### src/hdl/line_follow_pd_steering_macros.svh
// Assertion macros shared by the line follower steering RTL.
`ifndef LINE_FOLLOW_PD_STEERING_MACROS_SVH
`define LINE_FOLLOW_PD_STEERING_MACROS_SVH

// Same-cycle implication, sampled on clk_i and disabled during reset.
`define LFPS_ASSERT_IMP(name, ante, cons, msg) \
  name: assert property (@(posedge clk_i) disable iff (!rst_ni) (ante) |-> (cons)) \
    else $error(msg);

// Next-cycle implication, sampled on clk_i and disabled during reset.
`define LFPS_ASSERT_NEXT(name, ante, cons, msg) \
  name: assert property (@(posedge clk_i) disable iff (!rst_ni) (ante) |=> (cons)) \
    else $error(msg);

`endif

### src/hdl/lfps_pkg.sv
// Package with types, constants and register codes of the line follower steering block.
`timescale 1ns / 1ps

package lfps_pkg;

  localparam int SensorCountDef = 8;
  localparam int WeightW        = 8;
  localparam int SumW           = 11;
  localparam int CountW         = 4;

  // Shared divider: magnitude of up to 26 bits over a 16-bit divisor.
  localparam int DivNumW = 26;
  localparam int DivDenW = 16;

  // Configuration port.
  localparam int AddrW   = 6;
  localparam int DataW   = 64;
  localparam int RegIdxW = 3;

  localparam logic [RegIdxW-1:0] RegSensorWeights = 3'd0;
  localparam logic [RegIdxW-1:0] RegPropGain      = 3'd1;
  localparam logic [RegIdxW-1:0] RegDerivGain     = 3'd2;
  localparam logic [RegIdxW-1:0] RegBaseSpeed     = 3'd3;
  localparam logic [RegIdxW-1:0] RegSpeedLimit    = 3'd4;
  localparam logic [RegIdxW-1:0] RegSpinSpeed     = 3'd5;

  typedef struct packed {
    logic [7:0]  line_mask;
    logic [15:0] elapsed_ms;
  } in_t;

  typedef struct packed {
    logic [7:0]         mask_echo;
    logic signed [15:0] steer_error;
    logic               line_lost;
    logic signed [15:0] left_wheel;
    logic signed [15:0] right_wheel;
  } out_t;

  typedef struct packed {
    logic               start;
    logic [DivNumW-1:0] numer;
    logic [DivDenW-1:0] denom;
  } div_req_t;

  typedef struct packed {
    logic               done;
    logic [DivNumW-1:0] quot;
  } div_rsp_t;

endpackage

### src/hdl/lfps_div.sv
// Restoring radix-2 unsigned divider, one quotient bit per cycle.
`timescale 1ns / 1ps

module lfps_div import lfps_pkg::*; (
  input  logic     clk_i,
  input  logic     rst_ni,
  input  div_req_t req_i,
  output div_rsp_t rsp_o
);

  localparam int CntW = $clog2(DivNumW);
  localparam logic [CntW-1:0] LastIter = CntW'(DivNumW - 1);

  logic               busy_q;
  logic               done_q;
  logic [CntW-1:0]    cnt_q;
  logic [DivDenW-1:0] rem_q;
  logic [DivDenW-1:0] den_q;
  logic [DivNumW-1:0] quo_q;

  logic [DivDenW:0]   trial;
  logic               fits;
  logic [DivDenW-1:0] rem_d;

  // The numerator shifts out of the top of quo_q while quotient bits enter at the bottom.
  always_comb begin
    trial = {rem_q, quo_q[DivNumW-1]};
    fits  = trial >= {1'b0, den_q};
    if (fits) begin
      rem_d = DivDenW'(trial - {1'b0, den_q});
    end else begin
      rem_d = trial[DivDenW-1:0];
    end
  end

  always_ff @(posedge clk_i or negedge rst_ni) begin
    if (!rst_ni) begin
      busy_q <= 1'b0;
      done_q <= 1'b0;
      cnt_q  <= '0;
    end else begin
      done_q <= 1'b0;
      if (req_i.start) begin
        busy_q <= 1'b1;
        cnt_q  <= '0;
      end else if (busy_q) begin
        if (cnt_q == LastIter) begin
          busy_q <= 1'b0;
          done_q <= 1'b1;
        end else begin
          cnt_q <= cnt_q + 1'b1;
        end
      end
    end
  end

  always_ff @(posedge clk_i) begin
    if (req_i.start) begin
      quo_q <= req_i.numer;
      den_q <= req_i.denom;
      rem_q <= '0;
    end else if (busy_q) begin
      quo_q <= {quo_q[DivNumW-2:0], fits};
      rem_q <= rem_d;
    end
  end

  assign rsp_o.done = done_q;
  assign rsp_o.quot = quo_q;

endmodule

### src/hdl/line_follow_pd_steering.sv
// Top level of the line follower PD steering block: sequencer, shared multiplier, registers.
`timescale 1ns / 1ps
`include "line_follow_pd_steering_macros.svh"

// Usage: an input transaction carries one sensor mask and the milliseconds since the
// previous frame; each input transaction yields exactly one output transaction with the
// echoed mask, the steering error, the lost flag and both wheel speeds.
// One item is worked on at a time, so in_stall_o is high from the cycle after acceptance
// until the result has been placed in the output register.
// The sensor sum walks the sensors one per cycle; an empty mask then goes straight to the
// wheel stage, else the error and, unless skipped, the derivative are divided in the shared
// radix-2 divider before the gain products, the correction sum and the wheel speeds.
// A finished result waits in the output register while out_stall_i is high; a new item
// can be accepted meanwhile, but its result is held back until the register is free.
// Reset clears the configuration registers, the error history and the output valid flag.
// Registers sit at byte address 8*i on the 64-bit APB port; every write to a defined
// register clears the error history. The user must make writes only while the block is
// idle; the block itself does not enforce this.
module line_follow_pd_steering import lfps_pkg::*; #(
  parameter int SensorCount = SensorCountDef
) (
  input  logic             clk_i,
  input  logic             rst_ni,
  input  logic             in_valid_i,
  output logic             in_stall_o,
  input  in_t              in_data_i,
  output logic             out_valid_o,
  input  logic             out_stall_i,
  output out_t             out_data_o,
  input  logic             psel,
  input  logic             penable,
  input  logic             pwrite,
  input  logic [AddrW-1:0] paddr,
  input  logic [DataW-1:0] pwdata,
  output logic [DataW-1:0] prdata,
  output logic             pready
);

  localparam int CntW = (SensorCount > 1) ? $clog2(SensorCount) : 1;
  localparam logic [CntW-1:0] LastIdx = CntW'(SensorCount - 1);

  typedef enum logic [11:0] {
    S_IDLE  = 12'b0000_0000_0001,
    S_ACC   = 12'b0000_0000_0010,
    S_ECHK  = 12'b0000_0000_0100,
    S_EDIV  = 12'b0000_0000_1000,
    S_DPREP = 12'b0000_0001_0000,
    S_DMUL  = 12'b0000_0010_0000,
    S_DDIVS = 12'b0000_0100_0000,
    S_DDIV  = 12'b0000_1000_0000,
    S_PMUL  = 12'b0001_0000_0000,
    S_KMUL  = 12'b0010_0000_0000,
    S_CSUM  = 12'b0100_0000_0000,
    S_WHEEL = 12'b1000_0000_0000
  } state_e;

  state_e state_q, state_d;

  // Configuration registers.
  logic [63:0]        weights_q;
  logic signed [15:0] kp_q;
  logic signed [15:0] kd_q;
  logic [14:0]        base_q;
  logic [14:0]        limit_q;
  logic [14:0]        spin_q;

  // Error history.
  logic signed [15:0] prev_err_q;
  logic               prev_valid_q;

  // Working registers of the current item.
  logic [7:0]           mask_q;
  logic [15:0]          ms_q;
  logic [7:0]           mask_sh_q;
  logic [63:0]          w_sh_q;
  logic [CntW-1:0]      idx_q;
  logic signed [SumW-1:0] sum_q;
  logic [CountW-1:0]    count_q;
  logic                 neg_q;
  logic signed [15:0]   err_q;
  logic signed [15:0]   deriv_q;
  logic signed [33:0]   prod_q;
  logic signed [33:0]   acc_q;
  logic signed [15:0]   corr_q;

  logic out_valid_q;
  out_t out_q;

  logic               cfg_wr;
  logic [RegIdxW-1:0] cfg_idx;
  logic               cfg_hit;

  div_req_t div_req;
  div_rsp_t div_rsp;

  logic signed [16:0] mul_a;
  logic signed [16:0] mul_b;
  logic signed [33:0] prod_d;
  logic signed [16:0] diff;
  logic [SumW-1:0]    sum_mag;
  logic [33:0]        prod_mag;
  logic [15:0]        quot_lo;
  logic signed [34:0] corr_sum;
  logic signed [26:0] corr_shr;
  logic signed [17:0] left_raw;
  logic signed [17:0] right_raw;
  logic signed [15:0] left_clamp;
  logic signed [15:0] right_clamp;
  logic               lost;
  logic               spin_pos;
  logic               out_free;
  logic               load_out;
  out_t               res_d;

  // ---------------------------------------------------------------- APB port
  assign pready  = 1'b1;
  assign cfg_idx = paddr[AddrW-1:3];
  assign cfg_wr  = psel && penable && pwrite;
  assign cfg_hit = cfg_wr && (cfg_idx == RegSensorWeights || cfg_idx == RegPropGain ||
                              cfg_idx == RegDerivGain || cfg_idx == RegBaseSpeed ||
                              cfg_idx == RegSpeedLimit || cfg_idx == RegSpinSpeed);

  always_ff @(posedge clk_i or negedge rst_ni) begin
    if (!rst_ni) begin
      weights_q <= '0;
      kp_q      <= '0;
      kd_q      <= '0;
      base_q    <= '0;
      limit_q   <= '0;
      spin_q    <= '0;
    end else if (cfg_wr) begin
      case (cfg_idx)
        RegSensorWeights: weights_q <= pwdata;
        RegPropGain:      kp_q      <= pwdata[15:0];
        RegDerivGain:     kd_q      <= pwdata[15:0];
        RegBaseSpeed:     base_q    <= pwdata[14:0];
        RegSpeedLimit:    limit_q   <= pwdata[14:0];
        RegSpinSpeed:     spin_q    <= pwdata[14:0];
        default: ;
      endcase
    end
  end

  always_comb begin
    case (cfg_idx)
      RegSensorWeights: prdata = weights_q;
      RegPropGain:      prdata = {48'd0, kp_q};
      RegDerivGain:     prdata = {48'd0, kd_q};
      RegBaseSpeed:     prdata = {49'd0, base_q};
      RegSpeedLimit:    prdata = {49'd0, limit_q};
      RegSpinSpeed:     prdata = {49'd0, spin_q};
      default:          prdata = '0;
    endcase
  end

  // ---------------------------------------------------------------- Shared units
  lfps_div u_div (
    .clk_i  (clk_i),
    .rst_ni (rst_ni),
    .req_i  (div_req),
    .rsp_o  (div_rsp)
  );

  assign diff = {err_q[15], err_q} - {prev_err_q[15], prev_err_q};

  always_comb begin
    case (state_q)
      S_DMUL: begin
        mul_a = diff;
        mul_b = 17'sd1000;
      end
      S_PMUL: begin
        mul_a = {kp_q[15], kp_q};
        mul_b = {err_q[15], err_q};
      end
      S_KMUL: begin
        mul_a = {kd_q[15], kd_q};
        mul_b = {deriv_q[15], deriv_q};
      end
      default: begin
        mul_a = '0;
        mul_b = '0;
      end
    endcase
  end

  assign prod_d = mul_a * mul_b;

  assign sum_mag  = sum_q[SumW-1] ? SumW'(-sum_q) : SumW'(sum_q);
  assign prod_mag = prod_q[33] ? 34'(-prod_q) : 34'(prod_q);
  assign quot_lo  = div_rsp.quot[15:0];

  always_comb begin
    div_req.start = 1'b0;
    div_req.numer = '0;
    div_req.denom = '0;
    case (state_q)
      S_ECHK: begin
        div_req.start = (mask_q != 8'd0) && (count_q != '0);
        div_req.numer = DivNumW'({sum_mag, 4'b0000});
        div_req.denom = DivDenW'(count_q);
      end
      S_DDIVS: begin
        div_req.start = 1'b1;
        div_req.numer = prod_mag[DivNumW-1:0];
        div_req.denom = ms_q;
      end
      default: ;
    endcase
  end

  // ---------------------------------------------------------------- Correction and wheels
  assign corr_sum = 35'(acc_q) + 35'(prod_q);
  assign corr_shr = 27'(corr_sum >>> 8);

  assign left_raw  = $signed({3'b000, base_q}) + 18'(corr_q);
  assign right_raw = $signed({3'b000, base_q}) - 18'(corr_q);

  always_comb begin
    if (left_raw < 0) begin
      left_clamp = '0;
    end else if (left_raw > $signed({3'b000, limit_q})) begin
      left_clamp = {1'b0, limit_q};
    end else begin
      left_clamp = left_raw[15:0];
    end
    if (right_raw < 0) begin
      right_clamp = '0;
    end else if (right_raw > $signed({3'b000, limit_q})) begin
      right_clamp = {1'b0, limit_q};
    end else begin
      right_clamp = right_raw[15:0];
    end
  end

  assign lost     = (mask_q == 8'd0);
  assign spin_pos = !prev_valid_q || !prev_err_q[15];

  always_comb begin
    if (lost) begin
      res_d.mask_echo   = 8'd0;
      res_d.steer_error = prev_err_q;
      res_d.line_lost   = 1'b1;
      res_d.left_wheel  = spin_pos ? $signed({1'b0, spin_q}) : -$signed({1'b0, spin_q});
      res_d.right_wheel = spin_pos ? -$signed({1'b0, spin_q}) : $signed({1'b0, spin_q});
    end else begin
      res_d.mask_echo   = mask_q;
      res_d.steer_error = err_q;
      res_d.line_lost   = 1'b0;
      res_d.left_wheel  = left_clamp;
      res_d.right_wheel = right_clamp;
    end
  end

  assign out_free = !out_valid_q || !out_stall_i;
  assign load_out = (state_q == S_WHEEL) && out_free;

  // ---------------------------------------------------------------- Sequencer
  always_comb begin
    state_d = state_q;
    case (state_q)
      S_IDLE:  if (in_valid_i) state_d = S_ACC;
      S_ACC:   if (idx_q == LastIdx) state_d = S_ECHK;
      S_ECHK: begin
        if (lost) begin
          state_d = S_WHEEL;
        end else if (count_q == '0) begin
          state_d = S_DPREP;
        end else begin
          state_d = S_EDIV;
        end
      end
      S_EDIV:  if (div_rsp.done) state_d = S_DPREP;
      S_DPREP: state_d = (prev_valid_q && ms_q != 16'd0) ? S_DMUL : S_PMUL;
      S_DMUL:  state_d = S_DDIVS;
      S_DDIVS: state_d = S_DDIV;
      S_DDIV:  if (div_rsp.done) state_d = S_PMUL;
      S_PMUL:  state_d = S_KMUL;
      S_KMUL:  state_d = S_CSUM;
      S_CSUM:  state_d = S_WHEEL;
      S_WHEEL: if (out_free) state_d = S_IDLE;
      default: state_d = S_IDLE;
    endcase
  end

  always_ff @(posedge clk_i or negedge rst_ni) begin
    if (!rst_ni) begin
      state_q      <= S_IDLE;
      prev_err_q   <= '0;
      prev_valid_q <= 1'b0;
      out_valid_q  <= 1'b0;
    end else begin
      state_q <= state_d;
      if (cfg_hit) begin
        prev_err_q   <= '0;
        prev_valid_q <= 1'b0;
      end else if (load_out && !lost) begin
        prev_err_q   <= err_q;
        prev_valid_q <= 1'b1;
      end
      if (load_out) begin
        out_valid_q <= 1'b1;
      end else if (!out_stall_i) begin
        out_valid_q <= 1'b0;
      end
    end
  end

  // Datapath registers of the item in flight.
  always_ff @(posedge clk_i) begin
    prod_q <= prod_d;
    case (state_q)
      S_IDLE: begin
        mask_q    <= in_data_i.line_mask;
        ms_q      <= in_data_i.elapsed_ms;
        mask_sh_q <= in_data_i.line_mask;
        w_sh_q    <= weights_q;
        idx_q     <= '0;
        sum_q     <= '0;
        count_q   <= '0;
      end
      S_ACC: begin
        if (mask_sh_q[0]) begin
          sum_q   <= sum_q + {{(SumW-WeightW){w_sh_q[WeightW-1]}}, w_sh_q[WeightW-1:0]};
          count_q <= count_q + 1'b1;
        end
        mask_sh_q <= {1'b0, mask_sh_q[7:1]};
        w_sh_q    <= {8'd0, w_sh_q[63:8]};
        idx_q     <= idx_q + 1'b1;
      end
      S_ECHK: begin
        neg_q <= sum_q[SumW-1];
        if (count_q == '0) begin
          err_q <= '0;
        end
      end
      S_EDIV: begin
        if (div_rsp.done) begin
          err_q <= neg_q ? -$signed(quot_lo) : $signed(quot_lo);
        end
      end
      S_DPREP: begin
        deriv_q <= '0;
      end
      S_DDIVS: begin
        neg_q <= prod_q[33];
      end
      S_DDIV: begin
        if (div_rsp.done) begin
          if (neg_q) begin
            deriv_q <= (div_rsp.quot > DivNumW'(32768)) ? 16'sh8000 : -$signed(quot_lo);
          end else begin
            deriv_q <= (div_rsp.quot > DivNumW'(32767)) ? 16'sh7fff : $signed(quot_lo);
          end
        end
      end
      S_KMUL: begin
        acc_q <= prod_q;
      end
      S_CSUM: begin
        if (corr_shr > 27'sd32767) begin
          corr_q <= 16'sh7fff;
        end else if (corr_shr < -27'sd32768) begin
          corr_q <= 16'sh8000;
        end else begin
          corr_q <= corr_shr[15:0];
        end
      end
      default: ;
    endcase
    if (load_out) begin
      out_q <= res_d;
    end
  end

  assign in_stall_o  = (state_q != S_IDLE);
  assign out_valid_o = out_valid_q;
  assign out_data_o  = out_q;

  // ---------------------------------------------------------------- Assertions
  `LFPS_ASSERT_NEXT(a_busy_after_accept, in_valid_i && !in_stall_o, in_stall_o,
                    "block not busy after accepting an item")
  `LFPS_ASSERT_IMP(a_lost_mask_zero, out_valid_o && out_data_o.line_lost,
                   out_data_o.mask_echo == 8'd0, "lost result with nonzero mask echo")
  `LFPS_ASSERT_IMP(a_wheels_clamped, out_valid_o && !out_data_o.line_lost,
                   !out_data_o.left_wheel[15] && !out_data_o.right_wheel[15],
                   "negative wheel speed on the normal path")
  `LFPS_ASSERT_IMP(a_div_done_in_wait, div_rsp.done,
                   state_q == S_EDIV || state_q == S_DDIV,
                   "divider finished outside a wait state")

endmodule

### config.mk
export PLATFORM = sky130hd
export DESIGN_NAME = line_follow_pd_steering
export DESIGN_NICKNAME = d
export VERILOG_FILES = /design/src/hdl/lfps_pkg.sv /design/src/hdl/lfps_div.sv /design/src/hdl/line_follow_pd_steering.sv
export VERILOG_INCLUDE_DIRS = /design/src /design/src/hdl
export SDC_FILE = /design/constraint.sdc
export NUM_CORES = 2
export LEC_CHECK = 0
export ABC_AREA = 1
export BUFFER_PORTS_ARGS = -buffer_cell sky130_fd_sc_hd__buf_2
export CORE_UTILIZATION = 60
export CTS_CLUSTER_DIAMETER = 200
export CTS_CLUSTER_SIZE = 24
export DETAILED_ROUTE_END_ITERATION = 12
export PLACE_DENSITY = 0.83
export SETUP_SLACK_MARGIN = 0.5
export SYNTH_ARGS = -nofsm -noshare
export SYNTH_HDL_FRONTEND = slang
export SYNTH_SLANG_ARGS = --single-unit
### constraint.sdc
create_clock -name clk_i -period 8.72 [get_ports clk_i]
set_clock_uncertainty 0.2 [all_clocks]
set_input_delay 1.744 -clock clk_i [delete_from_list [all_inputs] [get_ports clk_i]]
set_output_delay 1.744 -clock clk_i [all_outputs]
set_load 0.005 [all_outputs]
-- After elaboration in Yosys (flattened, before gate mapping)
Cells that the tools add are included.
- flip-flop bits (word level): 524
- input bits: 101
- output and inout bits: 124
- add/subtract/negate cells: 13
- multiply operators: 1
- magnitude comparators: 9
- eq/ne operators: 29
- mux-type cells: 58
- reduce and logical (&&, ||, !) cells: 42
- operator list (kind ; count):
    case mux 64 bit (6 select lines) ; 1
    2-to-1 mux 16 bit ; 17
    case mux 12 bit (12 select lines) ; 1
    case mux 64 bit (2 select lines) ; 1
    case mux 17 bit (3 select lines) ; 2
    case mux 43 bit (2 select lines) ; 1
    2-to-1 mux 26 bit ; 3
    2-to-1 mux 12 bit ; 6
    case mux 16 bit (2 select lines) ; 2
    2-to-1 mux 49 bit ; 1
    adder 34 x 34 -> 35 bit ; 1
    greater-than comparator 17 x 16 -> 1 bit ; 2
    less-than comparator 17 x 1 -> 1 bit, second input constant ; 2
    multiplier 17 x 17 -> 34 bit ; 1
    subtractor 16 x 16 -> 17 bit ; 2
    greater-than comparator 27 x 16 -> 1 bit, second input constant ; 1
    less-than comparator 27 x 16 -> 1 bit, second input constant ; 1
    greater-than comparator 26 x 15 -> 1 bit, second input constant ; 1
    greater-than comparator 26 x 16 -> 1 bit, second input constant ; 1
    negation 26 bit ; 1
    2-to-1 mux 11 bit ; 2
    case mux 11 bit (2 select lines) ; 1
    2-to-1 mux 5 bit ; 4
    AND reduction 2 bit ; 9
    other kinds (48) ; 88

-- Depth between registers and ports, before layout
- depth in word-level cells: 8
- mapped depth: 40
- mapped depth without buffers: 40

-- Hierarchy
From an unflattened synthesis, not the netlist that was laid out.
- cell total of the unflattened synthesis: 5032
- area, all modules: 41168.2 um2
- modules (own cells, without submodules) (module ; times used ; cells an instance ; area each (um2) ; sequential area each (um2)):
    line_follow_pd_steering ; 1 ; 4542 ; 37389.6 ; 12588.3
    lfps_div ; 1 ; 490 ; 3778.6 ; 1756.7

-- Least setup slack after synthesis
Ideal clock, no wire load.
- kind: reg-to-reg
- start point: register err_q[0]
- end point: register prod_q[31]
- library setup time: 0.072 ns
- arrival time: 7.192 ns
- slack: 1.257 ns
- cell stages (with the launch flop): 32
- period minus slack after synthesis: 7.463 ns
- cells stage by stage: edfxtp_1 > inv_1 > ha_1 > fa_1 > inv_1 > a21oi_1 > o21ai_0 > nand3_1 > nand3_1 > nand3_1 > nand2_1 > inv_1 > nor2_1 > fa_1 > inv_1 > fa_1 > inv_1 > fa_1 > fa_1 > fa_1 > inv_1 > fa_1 > inv_1 > ha_1 > nand2_1 > nor4_1 > nand2_1 > o211ai_1 > a21o_1 > nand2_1 > nand2_1 > xor2_1
- cells in the longest elaborated chain, start to end: 3
- elaborated cells on any way between the ends: 4
- classes of those cells: add/sub (1); mul (1); mux (2)
- ends and longest elaborated chain (element ; line ; source):
    start, declared ; line_follow_pd_steering.sv:80 ; logic signed [15:0] err_q;
    start signal, assigned ; line_follow_pd_steering.sv:339 ; err_q <= neg_q ? -$signed(quot_lo) : $signed(quot_lo);
    subtractor 16 x 16 -> 17 bit ; line_follow_pd_steering.sv:164 ; assign diff = {err_q[15], err_q} - {prev_err_q[15], prev_err_q};
    case mux 17 bit (3 select lines) ; line_follow_pd_steering.sv:167 ; case (state_q)
    multiplier 17 x 17 -> 34 bit * ; line_follow_pd_steering.sv:187 ; assign prod_d = mul_a * mul_b;
    net prod_d[31] ; line_follow_pd_steering.sv:98 ; logic signed [33:0] prod_d;
    end signal, assigned ; line_follow_pd_steering.sv:311 ; prod_q <= prod_d;
    end, declared ; line_follow_pd_steering.sv:82 ; logic signed [33:0] prod_q;
Mark *: on every way through the listed nets, which the timed path passes. The rest lies on a longest branch.
A chain may end at the register's enable or synchronous reset.

-- Worst setup path in the final report
- start point: register state_q[0]
- end point: register prod_q[30]
- cells in the longest elaborated chain, start to end: 3
- elaborated cells on any way between the ends: 6
- classes of those cells: mul (1); eq/ne (3); mux (2)
- ends and longest elaborated chain (element ; line ; source):
    start, declared ; line_follow_pd_steering.sv:57 ; state_e state_q, state_d;
    start signal, assigned ; line_follow_pd_steering.sv:293 ; state_q <= state_d;
    equality test 12 x 10 -> 1 bit (tied with other cells) ; line_follow_pd_steering.sv:167 ;
    case mux 17 bit (3 select lines) ; line_follow_pd_steering.sv:167 ;
    multiplier 17 x 17 -> 34 bit * ; line_follow_pd_steering.sv:187 ;
    net prod_d[30] ; line_follow_pd_steering.sv:98 ;
Marked as above.

==> results.sh <==
export IMPL_multi_input_area_mm2=0.0223
export IMPL_peakVddDrop_v=0.000260
export IMPL_p_leak_nw=21.6
export IMPL_syn2layout_area_growth_pct=6.96
export IMPL_syn_area_per_cell_um2=8.26
export IMPL_grt_pass1_wl_mm=174
export IMPL_route_detailed_drc=0
export IMPL_gp_congestion=0.988
export IMPL_reg2regPathDepth=31
export IMPL_rows=95
export IMPL_drive_gt1_frac=0.0811
export IMPL_hold_violations=0
export IMPL_stdcell_count=5983
export IMPL_path_depth=31
export IMPL_mostFrequentLayoutCell="nand2_1"
export IMPL_tightest_slew_ps=1220
export IMPL_place_area_mm2=0.0427
export IMPL_fill_cells=5597
export IMPL_fp_dieW_um=263
export IMPL_die_h_um=263
export IMPL_hold_path_class="flop to flop"
export IMPL_worst_slack_ps=789
export IMPL_critical_path_class="flop to flop"
export IMPL_grt_usage=0.319
export IMPL_regArea_mm2=0.0143
export IMPL_startpoint_type="flop"
export IMPL_core_area_mm2=0.0673
export IMPL_drt_first_pass_iters=9
export IMPL_drt_iter0_markers=3895
export IMPL_vias_per_cell=5.70
export IMPL_required_ps=9040
export IMPL_crit_start="state_q[0]$_DFFE_PN1P_"
export IMPL_cts_tree="done"
export IMPL_mostFrequentLayoutCells="nand2_1 (1055), inv_1 (939), nor2_1 (424)"
export IMPL_synth_seq_cells=524
export IMPL_fmax_mhz=126
export IMPL_slowest_delay_ps=590
export IMPL_power_density_mw_per_mm2=183
export IMPL_synth_warnings=0
export IMPL_rr_startpoint="state_q[0]$_DFFE_PN1P_"
export IMPL_num_vias=34100
export IMPL_finalSetupTns_ps=0
export IMPL_io_pins=225
export IMPL_rsz0062_at_grt="true"
export IMPL_synth_edf_count=296
export IMPL_async_flop_share=0.340
export IMPL_grt_pass1_vias=32800
export IMPL_synth_area_mm2=0.0408
export IMPL_timing_max_cap_violations=0
export IMPL_finalWirelength_mm=111
export IMPL_clockBufferDepth=3
export IMPL_final_nets=5721
export IMPL_worst_skew_pair_late_latency_ps=630
export IMPL_hpwl_mm=87.5
export IMPL_grt_ovfl_total=0
export IMPL_synth_fp_nets=5573
export IMPL_wl_per_cell_um=18.6
export IMPL_antenna_found_initial=4
export IMPL_ys_types=70
export IMPL_synth_main_ff_cell="edfxtp_1"
export IMPL_setup_viol=0
export IMPL_status="finished, final reports clean"
export IMPL_r2r_end="prod_q[30]$_DFF_P_"
export IMPL_start_util=0.607
export IMPL_root_buffer="clkbuf_16"
export IMPL_grt_max_degree=130
export IMPL_path_clk_slew_ps=100
export IMPL_period_minus_slack_ps=7930
export IMPL_period_share=0.909
export IMPL_crit_buf_inv=8
export IMPL_r2r_slack_ps=790
export IMPL_numCtsBuffers=25
export IMPL_post_place_ws_ps=437
export IMPL_p_total_mw=8.01
export IMPL_holdWs_ps=243
export IMPL_ant_nets=0
export IMPL_worstPathMaxFanout=17
export IMPL_dieArea_mm2=0.0691
export IMPL_cp_top_family="adder cells"
export IMPL_yosysSeqAreaShare=0.352
export IMPL_crit_path_end_kind="flop"
export IMPL_relSlewSlack=0.188
export IMPL_cts_hold_buf=0
export IMPL_crit_end="prod_q[30]$_DFF_P_"
export IMPL_port_buffers=220
export IMPL_htreeDepth=1
export IMPL_cp_slowest_cell="a221oi_2"
export IMPL_syn_inst=4941
export IMPL_final_util=0.649
export IMPL_drv_slew=0
export IMPL_clock_sinks=524
export IMPL_final_cell_area_mm2=0.0436
export IMPL_dp_cells=5926
export IMPL_cp_arrival_ps=8250
## synthesized netlist by cell type (3+ instances only)
master | instances | share of area
nand2_2 | 15 | 0.0023
clkbuf_1 | 88 | 0.0081
ha_1 | 230 | 0.071
dfxtp_1 | 50 | 0.025
nand2_1 | 1060 | 0.098
o21a_1 | 7 | 0.0013
a21boi_0 | 4 | 0.00074
xor2_1 | 84 | 0.018
a221oi_2 | 3 | 0.0011
xnor2_1 | 31 | 0.0067
buf_6 | 5 | 0.0014
or2_2 | 9 | 0.0014
nor3_1 | 46 | 0.0056
clkinv_1 | 4 | 0.00037
o22ai_2 | 5 | 0.0015
inv_1 | 944 | 0.087
a211oi_1 | 4 | 0.00074
dfrtp_1 | 177 | 0.11
nor2_2 | 3 | 0.00046
nand3_1 | 155 | 0.019
o31ai_1 | 8 | 0.0015
buf_4 | 9 | 0.0017
nor2_1 | 428 | 0.039
inv_2 | 26 | 0.0024
nand3b_1 | 8 | 0.0015
fa_1 | 301 | 0.15
buf_1 | 5 | 0.00046
edfxtp_1 | 296 | 0.22
a22o_1 | 3 | 0.00064
nor4_1 | 13 | 0.0020
a21o_1 | 18 | 0.0033
a221oi_1 | 3 | 0.00064
o21ai_0 | 350 | 0.043
o21ai_1 | 21 | 0.0026
o211ai_1 | 20 | 0.0037
a31oi_1 | 27 | 0.0041
nand4_1 | 44 | 0.0067
buf_2 | 46 | 0.0056
o21bai_1 | 11 | 0.0020
a32o_1 | 9 | 0.0022
o22ai_1 | 48 | 0.0074
a22oi_1 | 33 | 0.0061
a21oi_1 | 258 | 0.032
## repair_timing
action / 4_1_cts / 5_1_grt
pin swaps: 0 / 3
gates cloned: 0 / 1
gates resized for setup: 3 / 41
setup endpoints to repair: 1 / 13
buffers inserted: 0 / 8
## registers in the layout, indices dropped and copies added, names as in the netlist, 16 cells and up
name         flops
out_data_o      57
weights_q       64
kd_q            16
err_q           16
u_div.rem_q     16
kp_q            16
w_sh_q          64
ms_q            16
prod_q          34
corr_q          16
u_div.den_q     16
deriv_q         16
u_div.quo_q     26
acc_q           34
prev_err_q      16
## logic make-up (layout without fill, tap and decap cells)
group	after synthesis	count (layout)	synth area share
simple gates	1792	1792	0.179
buf+inv	1128	1294	0.107
compound gates	850	850	0.120
fa+ha+maj	531	531	0.218
flops	524	524	0.352
xor+xnor	115	115	0.0247
other cells	1	4	0.0000919
## area by class of cell
type | count | share of cell area
Sequential cell | 524 | 0.329
Timing Repair inverter | 1 | 0.000172
Clock buffer | 44 | 0.0165
Clock inverter | 1 | 0.000459
Timing Repair Buffer | 273 | 0.0348
Inverter | 975 | 0.0845
Antenna cell | 3 | 0.000172
Tap cell | 873 | 0.0250
Multi-Input combinational cell | 3289 | 0.510
## routing by layer
metal | track usage | wire length (um) | up-vias
li1 | - | - | 16000
met1 | 0.416 | 43700 | 16200
met2 | 0.529 | 52900 | 1544
met3 | 0.0505 | 9010 | 321
met4 | 0.139 | 5530 | 2
met5 | 0 | 20 | -
## power breakdown
part / switching [mW] / internal, mW / total [mW]
Clock: 0.804 / 0.569 / 1.37
Combinational: 1.95 / 0.894 / 2.84
Sequential: 0.380 / 3.41 / 3.79
Total: 3.14 / 4.87 / 8.01
## worst min path at each step
stage | depth (start not counted) | endpoint | slack, ps | from
after floorplan | 0 | acc_q[26]$_DFFE_PN_ | 210 | prod_q[26]$_DFF_P_
after global placement | 0 | out_data_o[51]$_SDFFCE_PP0P_ | 230 | mask_q[2]$_DFFE_PP_
after detailed placement | 0 | out_data_o[56]$_SDFFCE_PP0P_ | 230 | mask_q[7]$_DFFE_PP_
after CTS | 0 | acc_q[26]$_DFFE_PN_ | 250 | prod_q[26]$_DFF_P_
after global routing | 0 | out_data_o[54]$_SDFFCE_PP0P_ | 270 | mask_q[5]$_DFFE_PP_
final | 0 | acc_q[26]$_DFFE_PN_ | 240 | prod_q[26]$_DFF_P_
No activity file was read; power rests on OpenSTA's default activity.
